$ cat config.mk
export PLATFORM = sky130hd
export DESIGN_NAME = irc_control_code_stripper_top
export DESIGN_NICKNAME = d
export VERILOG_FILES = /design/src/hw/rtl/ircs_pkg.sv /design/src/hw/rtl/irc_control_code_stripper_top.sv
export SDC_FILE = /design/constraint.sdc
export NUM_CORES = 1
export LEC_CHECK = 0
export ABC_CLOCK_PERIOD_IN_PS = 3700
export BUFFER_PORTS_ARGS = -buffer_cell sky130_fd_sc_hd__buf_2
export CORE_UTILIZATION = 49
export CTS_CLUSTER_DIAMETER = 120
export DETAILED_ROUTE_END_ITERATION = 16
export GPL_TIMING_DRIVEN = 0
export PLACE_DENSITY = 0.67
export RECOVER_POWER = 50
export SLEW_MARGIN = 20
export SYNTH_ARGS = -nofsm -noshare
export SYNTH_HDL_FRONTEND = slang
export SYNTH_SLANG_ARGS = --single-unit
$ cat constraint.sdc
create_clock -name clk -period 3.7 [get_ports clk]
set_clock_uncertainty 0.15 [all_clocks]
set_input_delay 0.555 -clock clk [delete_from_list [all_inputs] [get_ports clk]]
set_output_delay 0.555 -clock clk [all_outputs]
set_load 0.01 [all_outputs]
$ cat src/hw/rtl/ircs_pkg.sv
// ----------------------------------------------------------------------------
// ircs_pkg
// Shared types and constants of the IRC control code stripper.
// ----------------------------------------------------------------------------
`default_nettype none

package ircs_pkg;

	localparam int CHAR_WIDTH_DEF = 16;
	localparam int CHAR_W         = 16;
	localparam int NUM_REGS       = 8;
	localparam int REG_IDX_W      = 3;

	localparam logic [REG_IDX_W-1:0] REG_BOLD         = 3'd0;
	localparam logic [REG_IDX_W-1:0] REG_COLOR        = 3'd1;
	localparam logic [REG_IDX_W-1:0] REG_RESET        = 3'd2;
	localparam logic [REG_IDX_W-1:0] REG_REVERSE      = 3'd3;
	localparam logic [REG_IDX_W-1:0] REG_UNDERLINE    = 3'd4;
	localparam logic [REG_IDX_W-1:0] REG_CTCP         = 3'd5;
	localparam logic [REG_IDX_W-1:0] REG_CRYPT_ESCAPE = 3'd6;
	localparam logic [REG_IDX_W-1:0] REG_ICON         = 3'd7;

	localparam logic [CHAR_W-1:0] REG_RESET_VALS [NUM_REGS] = '{
		16'd2, 16'd3, 16'd15, 16'd22, 16'd31, 16'd1, 16'd30, 16'd28
	};

	localparam logic [CHAR_W-1:0] ASC_SPACE = 16'h0020;
	localparam logic [CHAR_W-1:0] ASC_COMMA = 16'h002C;
	localparam logic [CHAR_W-1:0] ASC_0     = 16'h0030;
	localparam logic [CHAR_W-1:0] ASC_9     = 16'h0039;

	typedef enum logic [6:0] {
		PH_PLAIN = 7'b0000001,
		PH_COLOR = 7'b0000010,
		PH_FG1   = 7'b0000100,
		PH_FG2   = 7'b0001000,
		PH_COMMA = 7'b0010000,
		PH_BG1   = 7'b0100000,
		PH_ICON  = 7'b1000000
	} phase_t;

endpackage

`default_nettype wire

$ cat src/hw/rtl/irc_control_code_stripper_top.sv
// ----------------------------------------------------------------------------
// irc_control_code_stripper_top
// Removes IRC formatting codes from a stream of text code units.
// ----------------------------------------------------------------------------
// Takes one code unit per cycle unless the output stalls, and passes on the
// kept text. Single-code controls are dropped, a colour code is dropped with
// its digits and comma, an icon code drops text up to the next space. Each
// item passes through the input register and the decode logic; an item that
// releases a held comma together with a kept character produces two output
// items and holds the input register until the second is taken. An item
// marked last that keeps nothing still produces one output item with tuser[0]
// low, and always returns the parser to plain text. Configuration writes must
// only be made while the stream is idle; the block does not hold them off.
// ----------------------------------------------------------------------------
`default_nettype none

module irc_control_code_stripper_top #(
	parameter int CHAR_WIDTH = ircs_pkg::CHAR_WIDTH_DEF
) (
	input  wire logic                            clk,
	input  wire logic                            arst_n,

	input  wire logic                            cfg_we,
	input  wire logic [ircs_pkg::REG_IDX_W-1:0]  cfg_addr,
	input  wire logic [ircs_pkg::CHAR_W-1:0]     cfg_wdata,

	input  wire logic                            s_axis_tvalid,
	output logic                                 s_axis_tready,
	input  wire logic [ircs_pkg::CHAR_W-1:0]     s_axis_tdata,  // in_char
	input  wire logic                            s_axis_tlast,  // in_last

	output logic                                 m_axis_tvalid,
	input  wire logic                            m_axis_tready,
	output logic [ircs_pkg::CHAR_W-1:0]          m_axis_tdata,  // out_char
	output logic [1:0]                           m_axis_tuser,  // char_valid, run_last
	output logic                                 m_axis_tlast   // end_of_text
);

	localparam int CMP_W = (CHAR_WIDTH < ircs_pkg::CHAR_W) ? CHAR_WIDTH : ircs_pkg::CHAR_W;

	logic [CMP_W-1:0] code_q [ircs_pkg::NUM_REGS];

	logic                  s1_valid_q;
	logic [CMP_W-1:0]      char_s1;
	logic                  last_s1;
	logic                  sub_q;
	ircs_pkg::phase_t      phase_q;

	logic [ircs_pkg::CHAR_W-1:0] c16;
	logic [ircs_pkg::NUM_REGS-1:0] hit;
	logic                  is_single, is_color, is_icon, is_digit, is_comma;
	logic                  pc_emit;
	ircs_pkg::phase_t      pc_next;
	logic                  emit_comma, emit_char;
	ircs_pkg::phase_t      phase_nx;
	logic [1:0]            total;
	logic                  out_ready, retire, load_out;
	logic [ircs_pkg::CHAR_W-1:0] slot_char;
	logic                  slot_valid, slot_run_last;

	// configuration registers
	always_ff @(posedge clk or negedge arst_n) begin
		if (!arst_n) begin
			for (int i = 0; i < ircs_pkg::NUM_REGS; i++) begin
				code_q[i] <= ircs_pkg::REG_RESET_VALS[i][CMP_W-1:0];
			end
		end else if (cfg_we) begin
			code_q[cfg_addr] <= cfg_wdata[CMP_W-1:0];
		end
	end

	// decode
	assign c16 = ircs_pkg::CHAR_W'(char_s1);

	always_comb begin
		for (int i = 0; i < ircs_pkg::NUM_REGS; i++) begin
			hit[i] = (char_s1 == code_q[i]);
		end
		is_single = hit[ircs_pkg::REG_BOLD] | hit[ircs_pkg::REG_RESET] |
			hit[ircs_pkg::REG_REVERSE] | hit[ircs_pkg::REG_UNDERLINE] |
			hit[ircs_pkg::REG_CTCP] | hit[ircs_pkg::REG_CRYPT_ESCAPE];
		is_color = hit[ircs_pkg::REG_COLOR];
		is_icon  = hit[ircs_pkg::REG_ICON];
		is_digit = c16 inside {[ircs_pkg::ASC_0:ircs_pkg::ASC_9]};
		is_comma = (c16 == ircs_pkg::ASC_COMMA);

		pc_emit = !(is_single | is_color | is_icon);
		if (is_single) begin
			pc_next = ircs_pkg::PH_PLAIN;
		end else if (is_color) begin
			pc_next = ircs_pkg::PH_COLOR;
		end else if (is_icon) begin
			pc_next = ircs_pkg::PH_ICON;
		end else begin
			pc_next = ircs_pkg::PH_PLAIN;
		end

		emit_comma = 1'b0;
		emit_char  = pc_emit;
		phase_nx   = pc_next;
		case (phase_q)
			ircs_pkg::PH_COLOR: begin
				if (is_digit) begin
					emit_char = 1'b0;
					phase_nx  = ircs_pkg::PH_FG1;
				end
			end
			ircs_pkg::PH_FG1: begin
				if (is_digit) begin
					emit_char = 1'b0;
					phase_nx  = ircs_pkg::PH_FG2;
				end else if (is_comma) begin
					emit_char = 1'b0;
					phase_nx  = ircs_pkg::PH_COMMA;
				end
			end
			ircs_pkg::PH_FG2: begin
				if (is_comma) begin
					emit_char = 1'b0;
					phase_nx  = ircs_pkg::PH_COMMA;
				end
			end
			ircs_pkg::PH_COMMA: begin
				if (is_digit) begin
					emit_char = 1'b0;
					phase_nx  = ircs_pkg::PH_BG1;
				end else begin
					emit_comma = 1'b1;
				end
			end
			ircs_pkg::PH_BG1: begin
				if (is_digit) begin
					emit_char = 1'b0;
					phase_nx  = ircs_pkg::PH_PLAIN;
				end
			end
			ircs_pkg::PH_ICON: begin
				emit_char = (c16 == ircs_pkg::ASC_SPACE);
				phase_nx  = emit_char ? ircs_pkg::PH_PLAIN : ircs_pkg::PH_ICON;
			end
			default: ;
		endcase
		if (last_s1) begin
			phase_nx = ircs_pkg::PH_PLAIN;
		end

		if (emit_comma && emit_char) begin
			total = 2'd2;
		end else if (emit_comma || emit_char || last_s1) begin
			total = 2'd1;
		end else begin
			total = 2'd0;
		end

		// second item is always the kept character
		if (sub_q || (emit_char && !emit_comma)) begin
			slot_char = c16;
		end else if (emit_comma) begin
			slot_char = ircs_pkg::ASC_COMMA;
		end else begin
			slot_char = '0;
		end
		slot_valid    = sub_q | emit_comma | emit_char;
		slot_run_last = sub_q | (total == 2'd1);
	end

	// handshake
	assign out_ready     = !m_axis_tvalid || m_axis_tready;
	assign retire        = s1_valid_q &&
		((total == 2'd0) || (out_ready && ((total == 2'd1) || sub_q)));
	assign load_out      = s1_valid_q && (total != 2'd0) && out_ready;
	assign s_axis_tready = !s1_valid_q || retire;

	always_ff @(posedge clk or negedge arst_n) begin
		if (!arst_n) begin
			s1_valid_q <= 1'b0;
			sub_q      <= 1'b0;
			phase_q    <= ircs_pkg::PH_PLAIN;
		end else begin
			if (s_axis_tready) begin
				s1_valid_q <= s_axis_tvalid;
			end
			if (retire) begin
				sub_q   <= 1'b0;
				phase_q <= phase_nx;
			end else if (load_out && (total == 2'd2)) begin
				sub_q <= 1'b1;
			end
		end
	end

	always_ff @(posedge clk) begin
		if (s_axis_tready && s_axis_tvalid) begin
			char_s1 <= s_axis_tdata[CMP_W-1:0];
			last_s1 <= s_axis_tlast;
		end
	end

	// output register
	always_ff @(posedge clk or negedge arst_n) begin
		if (!arst_n) begin
			m_axis_tvalid <= 1'b0;
		end else if (out_ready) begin
			m_axis_tvalid <= load_out;
		end
	end

	always_ff @(posedge clk) begin
		if (load_out) begin
			m_axis_tdata <= slot_char;
			m_axis_tuser <= {slot_run_last, slot_valid};
			m_axis_tlast <= last_s1 && slot_run_last;
		end
	end

`ifndef SYNTH
	a_sub_holds_item: assert property (@(posedge clk) disable iff (!arst_n)
		sub_q |-> (s1_valid_q && emit_comma && emit_char))
		else $error("second result pending without a two-result item");

	a_last_to_plain: assert property (@(posedge clk) disable iff (!arst_n)
		(retire && last_s1) |=> (phase_q == ircs_pkg::PH_PLAIN))
		else $error("parser not back in plain text after last item");

	a_eot_is_run_last: assert property (@(posedge clk) disable iff (!arst_n)
		(m_axis_tvalid && m_axis_tlast) |-> m_axis_tuser[1])
		else $error("end of text on an item that is not last of its run");

	a_pair_order: assert property (@(posedge clk) disable iff (!arst_n)
		(load_out && !sub_q && (total == 2'd2)) |=> (sub_q && s1_valid_q))
		else $error("comma released without its following character");
`endif

endmodule

`default_nettype wire

==> results.sh, run 1 <==
export IMPL_finalMaxSlewViolations=37
export IMPL_stdcell_area_um2=9790
export IMPL_ys_seq_area_frac=0.538
export IMPL_clkPwrFrac=0.357
export IMPL_p_per_area_nw_per_um2=555
export IMPL_h_tree_depth=4
export IMPL_fin_crit_sh=0.947
export IMPL_routed_wl_um=19900
export IMPL_path_class="flop to primary output"
export IMPL_min_period_ns=3.50
export IMPL_via_per_inst=5.52
export IMPL_area_delta_synth_final_pct=15.4
export IMPL_use_met1=0.308
export IMPL_synth_ff_type="dfrtp_1"
export IMPL_swShare=0.259
export IMPL_finish_net_count=756
export IMPL_die_area_um2=17800
export IMPL_drt_iter0_drc=296
export IMPL_start_util=0.506
export IMPL_die_height_um=134
export IMPL_cp_start_kind="flop"
export IMPL_drv_cap=1
export IMPL_synth_cells=636
export IMPL_cts_tree="built"
export IMPL_antennaDiodeCount=0
export IMPL_grt_pass1_vias=5541
export IMPL_synth_top_cell_area_share=0.336
export IMPL_cts_root_buf="clkbuf_16"
export IMPL_core_area_um2=16800
export IMPL_avgSynthCellArea_um2=13.3
export IMPL_insertion_delay_ns=0.44
export IMPL_clockBufferDepth=2
export IMPL_drive_gt1_frac=0.389
export IMPL_comb_power_share=0.169
export IMPL_ant_nets=0
export IMPL_synth_async_reset_ratio=0.793
export IMPL_ys_warn_count=0
export IMPL_p_seq_frac=0.474
export IMPL_synth_most_common_cell="xor2_1"
export IMPL_critPathArrivalTime_ns=2.80
export IMPL_ir_drop_uv=374
export IMPL_ios=62
export IMPL_p_sw_mw=1.41
export IMPL_port_buffers=57
export IMPL_hp_class="input port to flop"
export IMPL_grt_max_degree=103
export IMPL_relSlewSlack=-0.565
export IMPL_grt_usage=0.240
export IMPL_dp_final_hpwl_um=13800
export IMPL_violations="max-capacitance violations, max-slew violations"
export IMPL_wl_per_cell_um=21.0
export IMPL_grt_pass1_wl_um=31500
export IMPL_synthesis_nets=677
export IMPL_intPower_mw=4.02
export IMPL_synth_edf_count=36
export IMPL_antenna_found_initial=0
export IMPL_clock_sinks=174
export IMPL_tightest_slew_ns=2.35
export IMPL_p_leak_nw=4.11
export IMPL_placed_cell_area_um2=9100
export IMPL_power_mw=5.43
export IMPL_vias=5236
export IMPL_grtUsageMet2=0.406
export IMPL_core_rowCount=47
export IMPL_drc_errors=0
export IMPL_clk_pin_slew_worst_paths_ns=0.06
export IMPL_grt_util_met3=0.0487
export IMPL_setup_violations_final=0
export IMPL_endpoint_kind="primary output"
export IMPL_multi_input_area_um2=3780
export IMPL_busiest_layer="met2"
export IMPL_status="complete, but fails checks"
export IMPL_synth_cells_most_frequent="xor2_1 (130), mux2_2 (128), dfrtp_1 (114)"
export IMPL_cp_max_fo=10
export IMPL_rsz0062_at_grt="no"
export IMPL_fmax_ghz=0.285
export IMPL_yosys_top_cells_area="dfrtp_1 (34%), mux2_2 (17%), xor2_1 (13%), edfxtp_1 (13%), dfstp_2 (7.4%)"
export IMPL_fp_dieW_um=134
export IMPL_synth_cell_type_count=51
export IMPL_syn_area_um2=8490
export IMPL_ys_ff_latch=174
export IMPL_num_fill_cells=1356
export IMPL_timing_final_hold_violations=0
export IMPL_required_ns=2.99
export IMPL_drt_first_pass_iters=4
export IMPL_gr_total_overflow=0
export IMPL_cts_inserted_buffers=17
export IMPL_register_area_um2=4560
export IMPL_yosysTopAreaCell="dfrtp_1"
export IMPL_globalplace_congestion=0.849
-- cell families after synthesis --
group | synth area share
multiplexers | 0.184
AND/OR/NAND/NOR | 0.0998
flip-flops | 0.538
XOR/XNOR | 0.135
buffers and inverters | 0.0240
AO/OA/AOI/OAI | 0.0189
-- worst paths after layout --
kind / startpoint / end / slack [ns] / cells after the start
setup / recovery: c16[2]$_DFFE_PP_ / s_axis_tready / 0.20 / 8
hold / removal: s_axis_tdata[5] / c16[5]$_DFFE_PP_ / 0.15 / 1
setup reg to reg: c16[2]$_DFFE_PP_ / c16[4]$_DFFE_PP_ / 0.52 / 8
hold reg to reg: code_q[27]$_DFFE_PN0P_ / code_q[27]$_DFFE_PN0P_ / 0.37 / 1
max in group asynchronous: arst_n / code_q[18]$_DFFE_PN1P_ / 0.78 / 3
min in group asynchronous: arst_n / code_q[73]$_DFFE_PN0P_ / 1.23 / 2
-- power by group through the flow --
stage / Clock [mW] / Combinational (mW) / Sequential (mW)
final: 1.94 / 0.918 / 2.57
after global routing: 2.04 / 1.01 / 2.62
after floorplan: 0 / 0.649 / 2.56
after detailed placement: 0 / 0.907 / 2.61
after global placement: 0 / 0.867 / 2.59
after CTS: 1.97 / 0.922 / 2.57
-- stage by stage --
stage          cells  setup WS [ns]  TNS [ns]   util  hold WS, ns
6_report         948          0.197         0  0.584        0.146
5_1_grt          948         0.0997         0  0.584        0.128
4_1_cts          948         0.0150         0  0.583        0.127
3_5_place_dp     915        -0.0314    -0.508  0.543        0.313
3_3_place_gp     913        -0.0925     -1.74  0.540        0.357
2_1_floorplan    636          0.327         0      -        0.109
-- per-layer routing --
layer	wire length, um	vias up	part of all wire
met5	0	-	0
met4	412	0	0.021
met3	850	33	0.043
met2	10000	111	0.50
met1	8620	2669	0.43
li1	-	2423	-
-- cell usage in the layout, fill, tap and decap left out, types with 4 or more instances in the layout --
master     synthesis  layout
clkbuf_1          15      27
nor2_1            20      20
inv_1              5       5
edfxtp_1          36      36
bufinv_16          0       4
o21ai_0            8       7
dfrtp_1          114     114
nand2_1           22      21
nand4_1           11      11
clkbuf_16          0      17
buf_2             13      60
nand3_1            4       4
nor3_1             6       6
dfstp_2           24      24
nor4_1            33      27
xor2_1           130     130
nand2b_1           7       7
mux2_4             6       6
nor4b_1            4       4
clkbuf_8           0       4
nor4_2             1       6
buf_6              5       6
mux2_2           128     128
-- sequential cells by signal, summed over array words and instances, names as in the netlist, 2 cells and up --
register,flops
c16,16
code_q,128
m_axis_tdata,16
m_axis_tuser,2
phase_q,7
-- timing repair --
item                                    CTS  global route
pin swaps                                 0             1
buffers inserted                          0             0
hold buffers                              1             0
endpoints found under the hold margin    35             0
cloned                                    0             0
endpoints found under the setup margin   18            18
gates resized for setup                   2             8
-- layout make-up --
cell class                      instances  area share
Buffer                                 34      0.0189
Clock buffer                           23      0.0498
Clock inverter                          9      0.0158
Inverter                                5     0.00192
Multi-Input combinational cell        423       0.386
Sequential cell                       174       0.466
Tap cell                              220      0.0281
Timing Repair Buffer                   60      0.0328
-- worst max-delay path, stage by stage (launching register included) --
cell and delay (ns):
edfxtp_1 0.47, buf_2 0.27, xor2_1 0.20, nor4_1 0.39, nand4_1 0.18, nand4_1 0.35, nor4b_4 0.11, o21ai_1 0.23
buf_2 0.17
(Power assumes the default switching activity.)
==> inputs of run 2 (changes only) <==
Settings changed: REMOVE_ABC_BUFFERS set to 1.
==> results.sh, run 2 (synthesized netlist as in run 1, its figures left out) <==
export IMPL_status="complete, no violations"
export IMPL_mostFrequentLayoutCell="xor2_1"
export IMPL_cpMostUsedCell="nand4_1"
export IMPL_ir_drop_uv=406
export IMPL_drv_cap=0
export IMPL_grt_max_degree=84
export IMPL_globalplace_congestion=0.804
export IMPL_p_leak_nw=4.20
export IMPL_core_rowCount=47
export IMPL_clk_pin_slew_worst_paths_ns=0.06
export IMPL_grt_pass1_wl_um=31300
export IMPL_cts_root_buf="clkbuf_16"
export IMPL_final_core_util=0.598
export IMPL_antenna_found_initial=0
export IMPL_clock_sinks=174
export IMPL_finish_net_count=773
export IMPL_post_place_ws_ns=-0.161
export IMPL_fin_ws_ns=0.0851
export IMPL_intPower_mw=3.98
export IMPL_antennaDiodeCount=0
export IMPL_wl_per_cell_um=20.9
export IMPL_routed_wl_um=20200
export IMPL_drc_errors=0
export IMPL_fin_crit_sh=0.977
export IMPL_finalMaxSlewViolations=0
export IMPL_num_fill_cells=1341
export IMPL_timing_hold_ws_ns=0.145
export IMPL_endpoint_kind="primary output"
export IMPL_clockBufferDepth=2
export IMPL_hp_class="input port to flop"
export IMPL_ios=62
export IMPL_gr_total_overflow=0
export IMPL_fmax_ghz=0.277
export IMPL_die_height_um=134
export IMPL_cp_start_kind="flop"
export IMPL_finalSetupTns_ns=0
export IMPL_p_sw_mw=1.42
export IMPL_core_area_um2=16800
export IMPL_relSlewSlack=0.0335
export IMPL_cp_max_fo=6
export IMPL_cts_tree="built"
export IMPL_grt_pass1_vias=5493
export IMPL_rsz0062_at_grt="no"
export IMPL_min_period_ns=3.61
export IMPL_swShare=0.262
export IMPL_dp_final_hpwl_um=13400
export IMPL_slowest_delay_ns=0.43
export IMPL_port_buffers=61
export IMPL_via_per_inst=5.57
export IMPL_area_delta_synth_final_pct=18.1
export IMPL_mostFrequentLayoutCells="xor2_1 (130), mux2_2 (128), dfrtp_1 (114)"
export IMPL_ant_nets=0
export IMPL_timing_final_hold_violations=0
export IMPL_critPathArrivalTime_ns=2.91
export IMPL_required_ns=2.99
export IMPL_clkPwrFrac=0.344
export IMPL_setup_violations_final=0
export IMPL_largest_reg_flops=128
export IMPL_grt_usage=0.239
export IMPL_drt_iter0_drc=310
export IMPL_h_tree_depth=4
export IMPL_vias=5375
export IMPL_start_util=0.506
export IMPL_drive_gt1_frac=0.395
export IMPL_path_class="flop to primary output"
export IMPL_critPathSlowestCell="nor4_1"
export IMPL_p_seq_frac=0.477
export IMPL_die_area_um2=17800
export IMPL_worstPathCellList="buf_12 -> buf_4 -> xor2_1 -> nor4_1 -> nand4_1 -> nand4_1 -> nor4b_4 -> o21ai_0 -> buf_2"
export IMPL_drt_first_pass_iters=4
export IMPL_comb_power_share=0.178
export IMPL_insertion_delay_ns=0.43
export IMPL_p_per_area_nw_per_um2=539
export IMPL_cts_inserted_buffers=17
export IMPL_largest_register="code_q"
export IMPL_tightest_slew_ns=1.45
export IMPL_fp_dieW_um=134
## run 2: cell types whose count changed in the layout (fill, tap and decap cells not counted), sizes merged
cell | previous run | this run
buf | 68 | 82
clkbuf | 48 | 49
clkinvlp | 0 | 4
inv | 7 | 5
## run 2: worst paths after layout
| kind | end | cells after the start | start | slack, ns |
|---|---|---|---|---|
| max | s_axis_tready | 9 | c16[6]$_DFFE_PP_ | 0.09 |
| max in group asynchronous | code_q[104]$_DFFE_PN0P_ | 3 | arst_n | 0.61 |
| min in group asynchronous | code_q[78]$_DFFE_PN0P_ | 2 | arst_n | 0.86 |
| min reg2reg | code_q[9]$_DFFE_PN0P_ | 1 | code_q[9]$_DFFE_PN0P_ | 0.37 |
| min | c16[13]$_DFFE_PP_ | 1 | s_axis_tdata[13] | 0.14 |
| max reg2reg | c16[8]$_DFFE_PP_ | 9 | c16[6]$_DFFE_PP_ | 0.16 |
## run 2: final cells by class
cell class	count	area [um^2]	share of cell area
inverter	5	18.8	0.00187
sequential	174	4560	0.455
tap	220	275	0.0275
multi-input combinational	423	3770	0.377
timing repair buffer	111	782	0.0780
clock inverter	11	166	0.0166
clock buffer	21	440	0.0439
## run 2: layer usage
metal,global-route usage,vias up,routed length [um]
met2,0.398,120,9890
li1,-,2457,-
met4,0.0814,0,384
met5,0,-,0
met1,0.314,2767,9160
met3,0.0468,31,761
## run 2: power groups by stage
stage               Sequential, mW  Combinational [mW]  Clock [mW]
detailed placement            2.67               0.822           0
global route                  2.62                1.05        1.96
floorplan                     2.60               0.591           0
finish                        2.58               0.963        1.86
global placement              2.65               0.781           0
CTS                           2.60               0.924        1.88
## run 2: through the flow
stage	total power [mW]	cell area (um^2)	instances
6_report	5.40	10000	965
5_1_grt	5.64	10000	965
4_1_cts	5.41	9910	948
3_5_place_dp	3.49	8990	890
3_3_place_gp	3.43	8880	883
2_1_floorplan	3.19	8300	602
## run 2: worst max-delay path, delay by kind of cell, from the launching register on
kind / cells / cell delay, ns
AOI/OAI and AO/OA: 1 / 0.30
xor gates and xnor gates: 1 / 0.16
buffers and inverters: 3 / 0.52
DFF: 1 / 0.42
and+or+nand+nor: 4 / 1.07
## run 2: timing repair
item | 4_1_cts | 5_1_grt
pin swaps | 0 | 2
gates resized for setup | 6 | 1
endpoints found under the setup margin | 24 | 22
hold buffers | 1 | 0
cloned | 0 | 0
endpoints found under the hold margin | 49 | 0
buffers inserted | 25 | 15
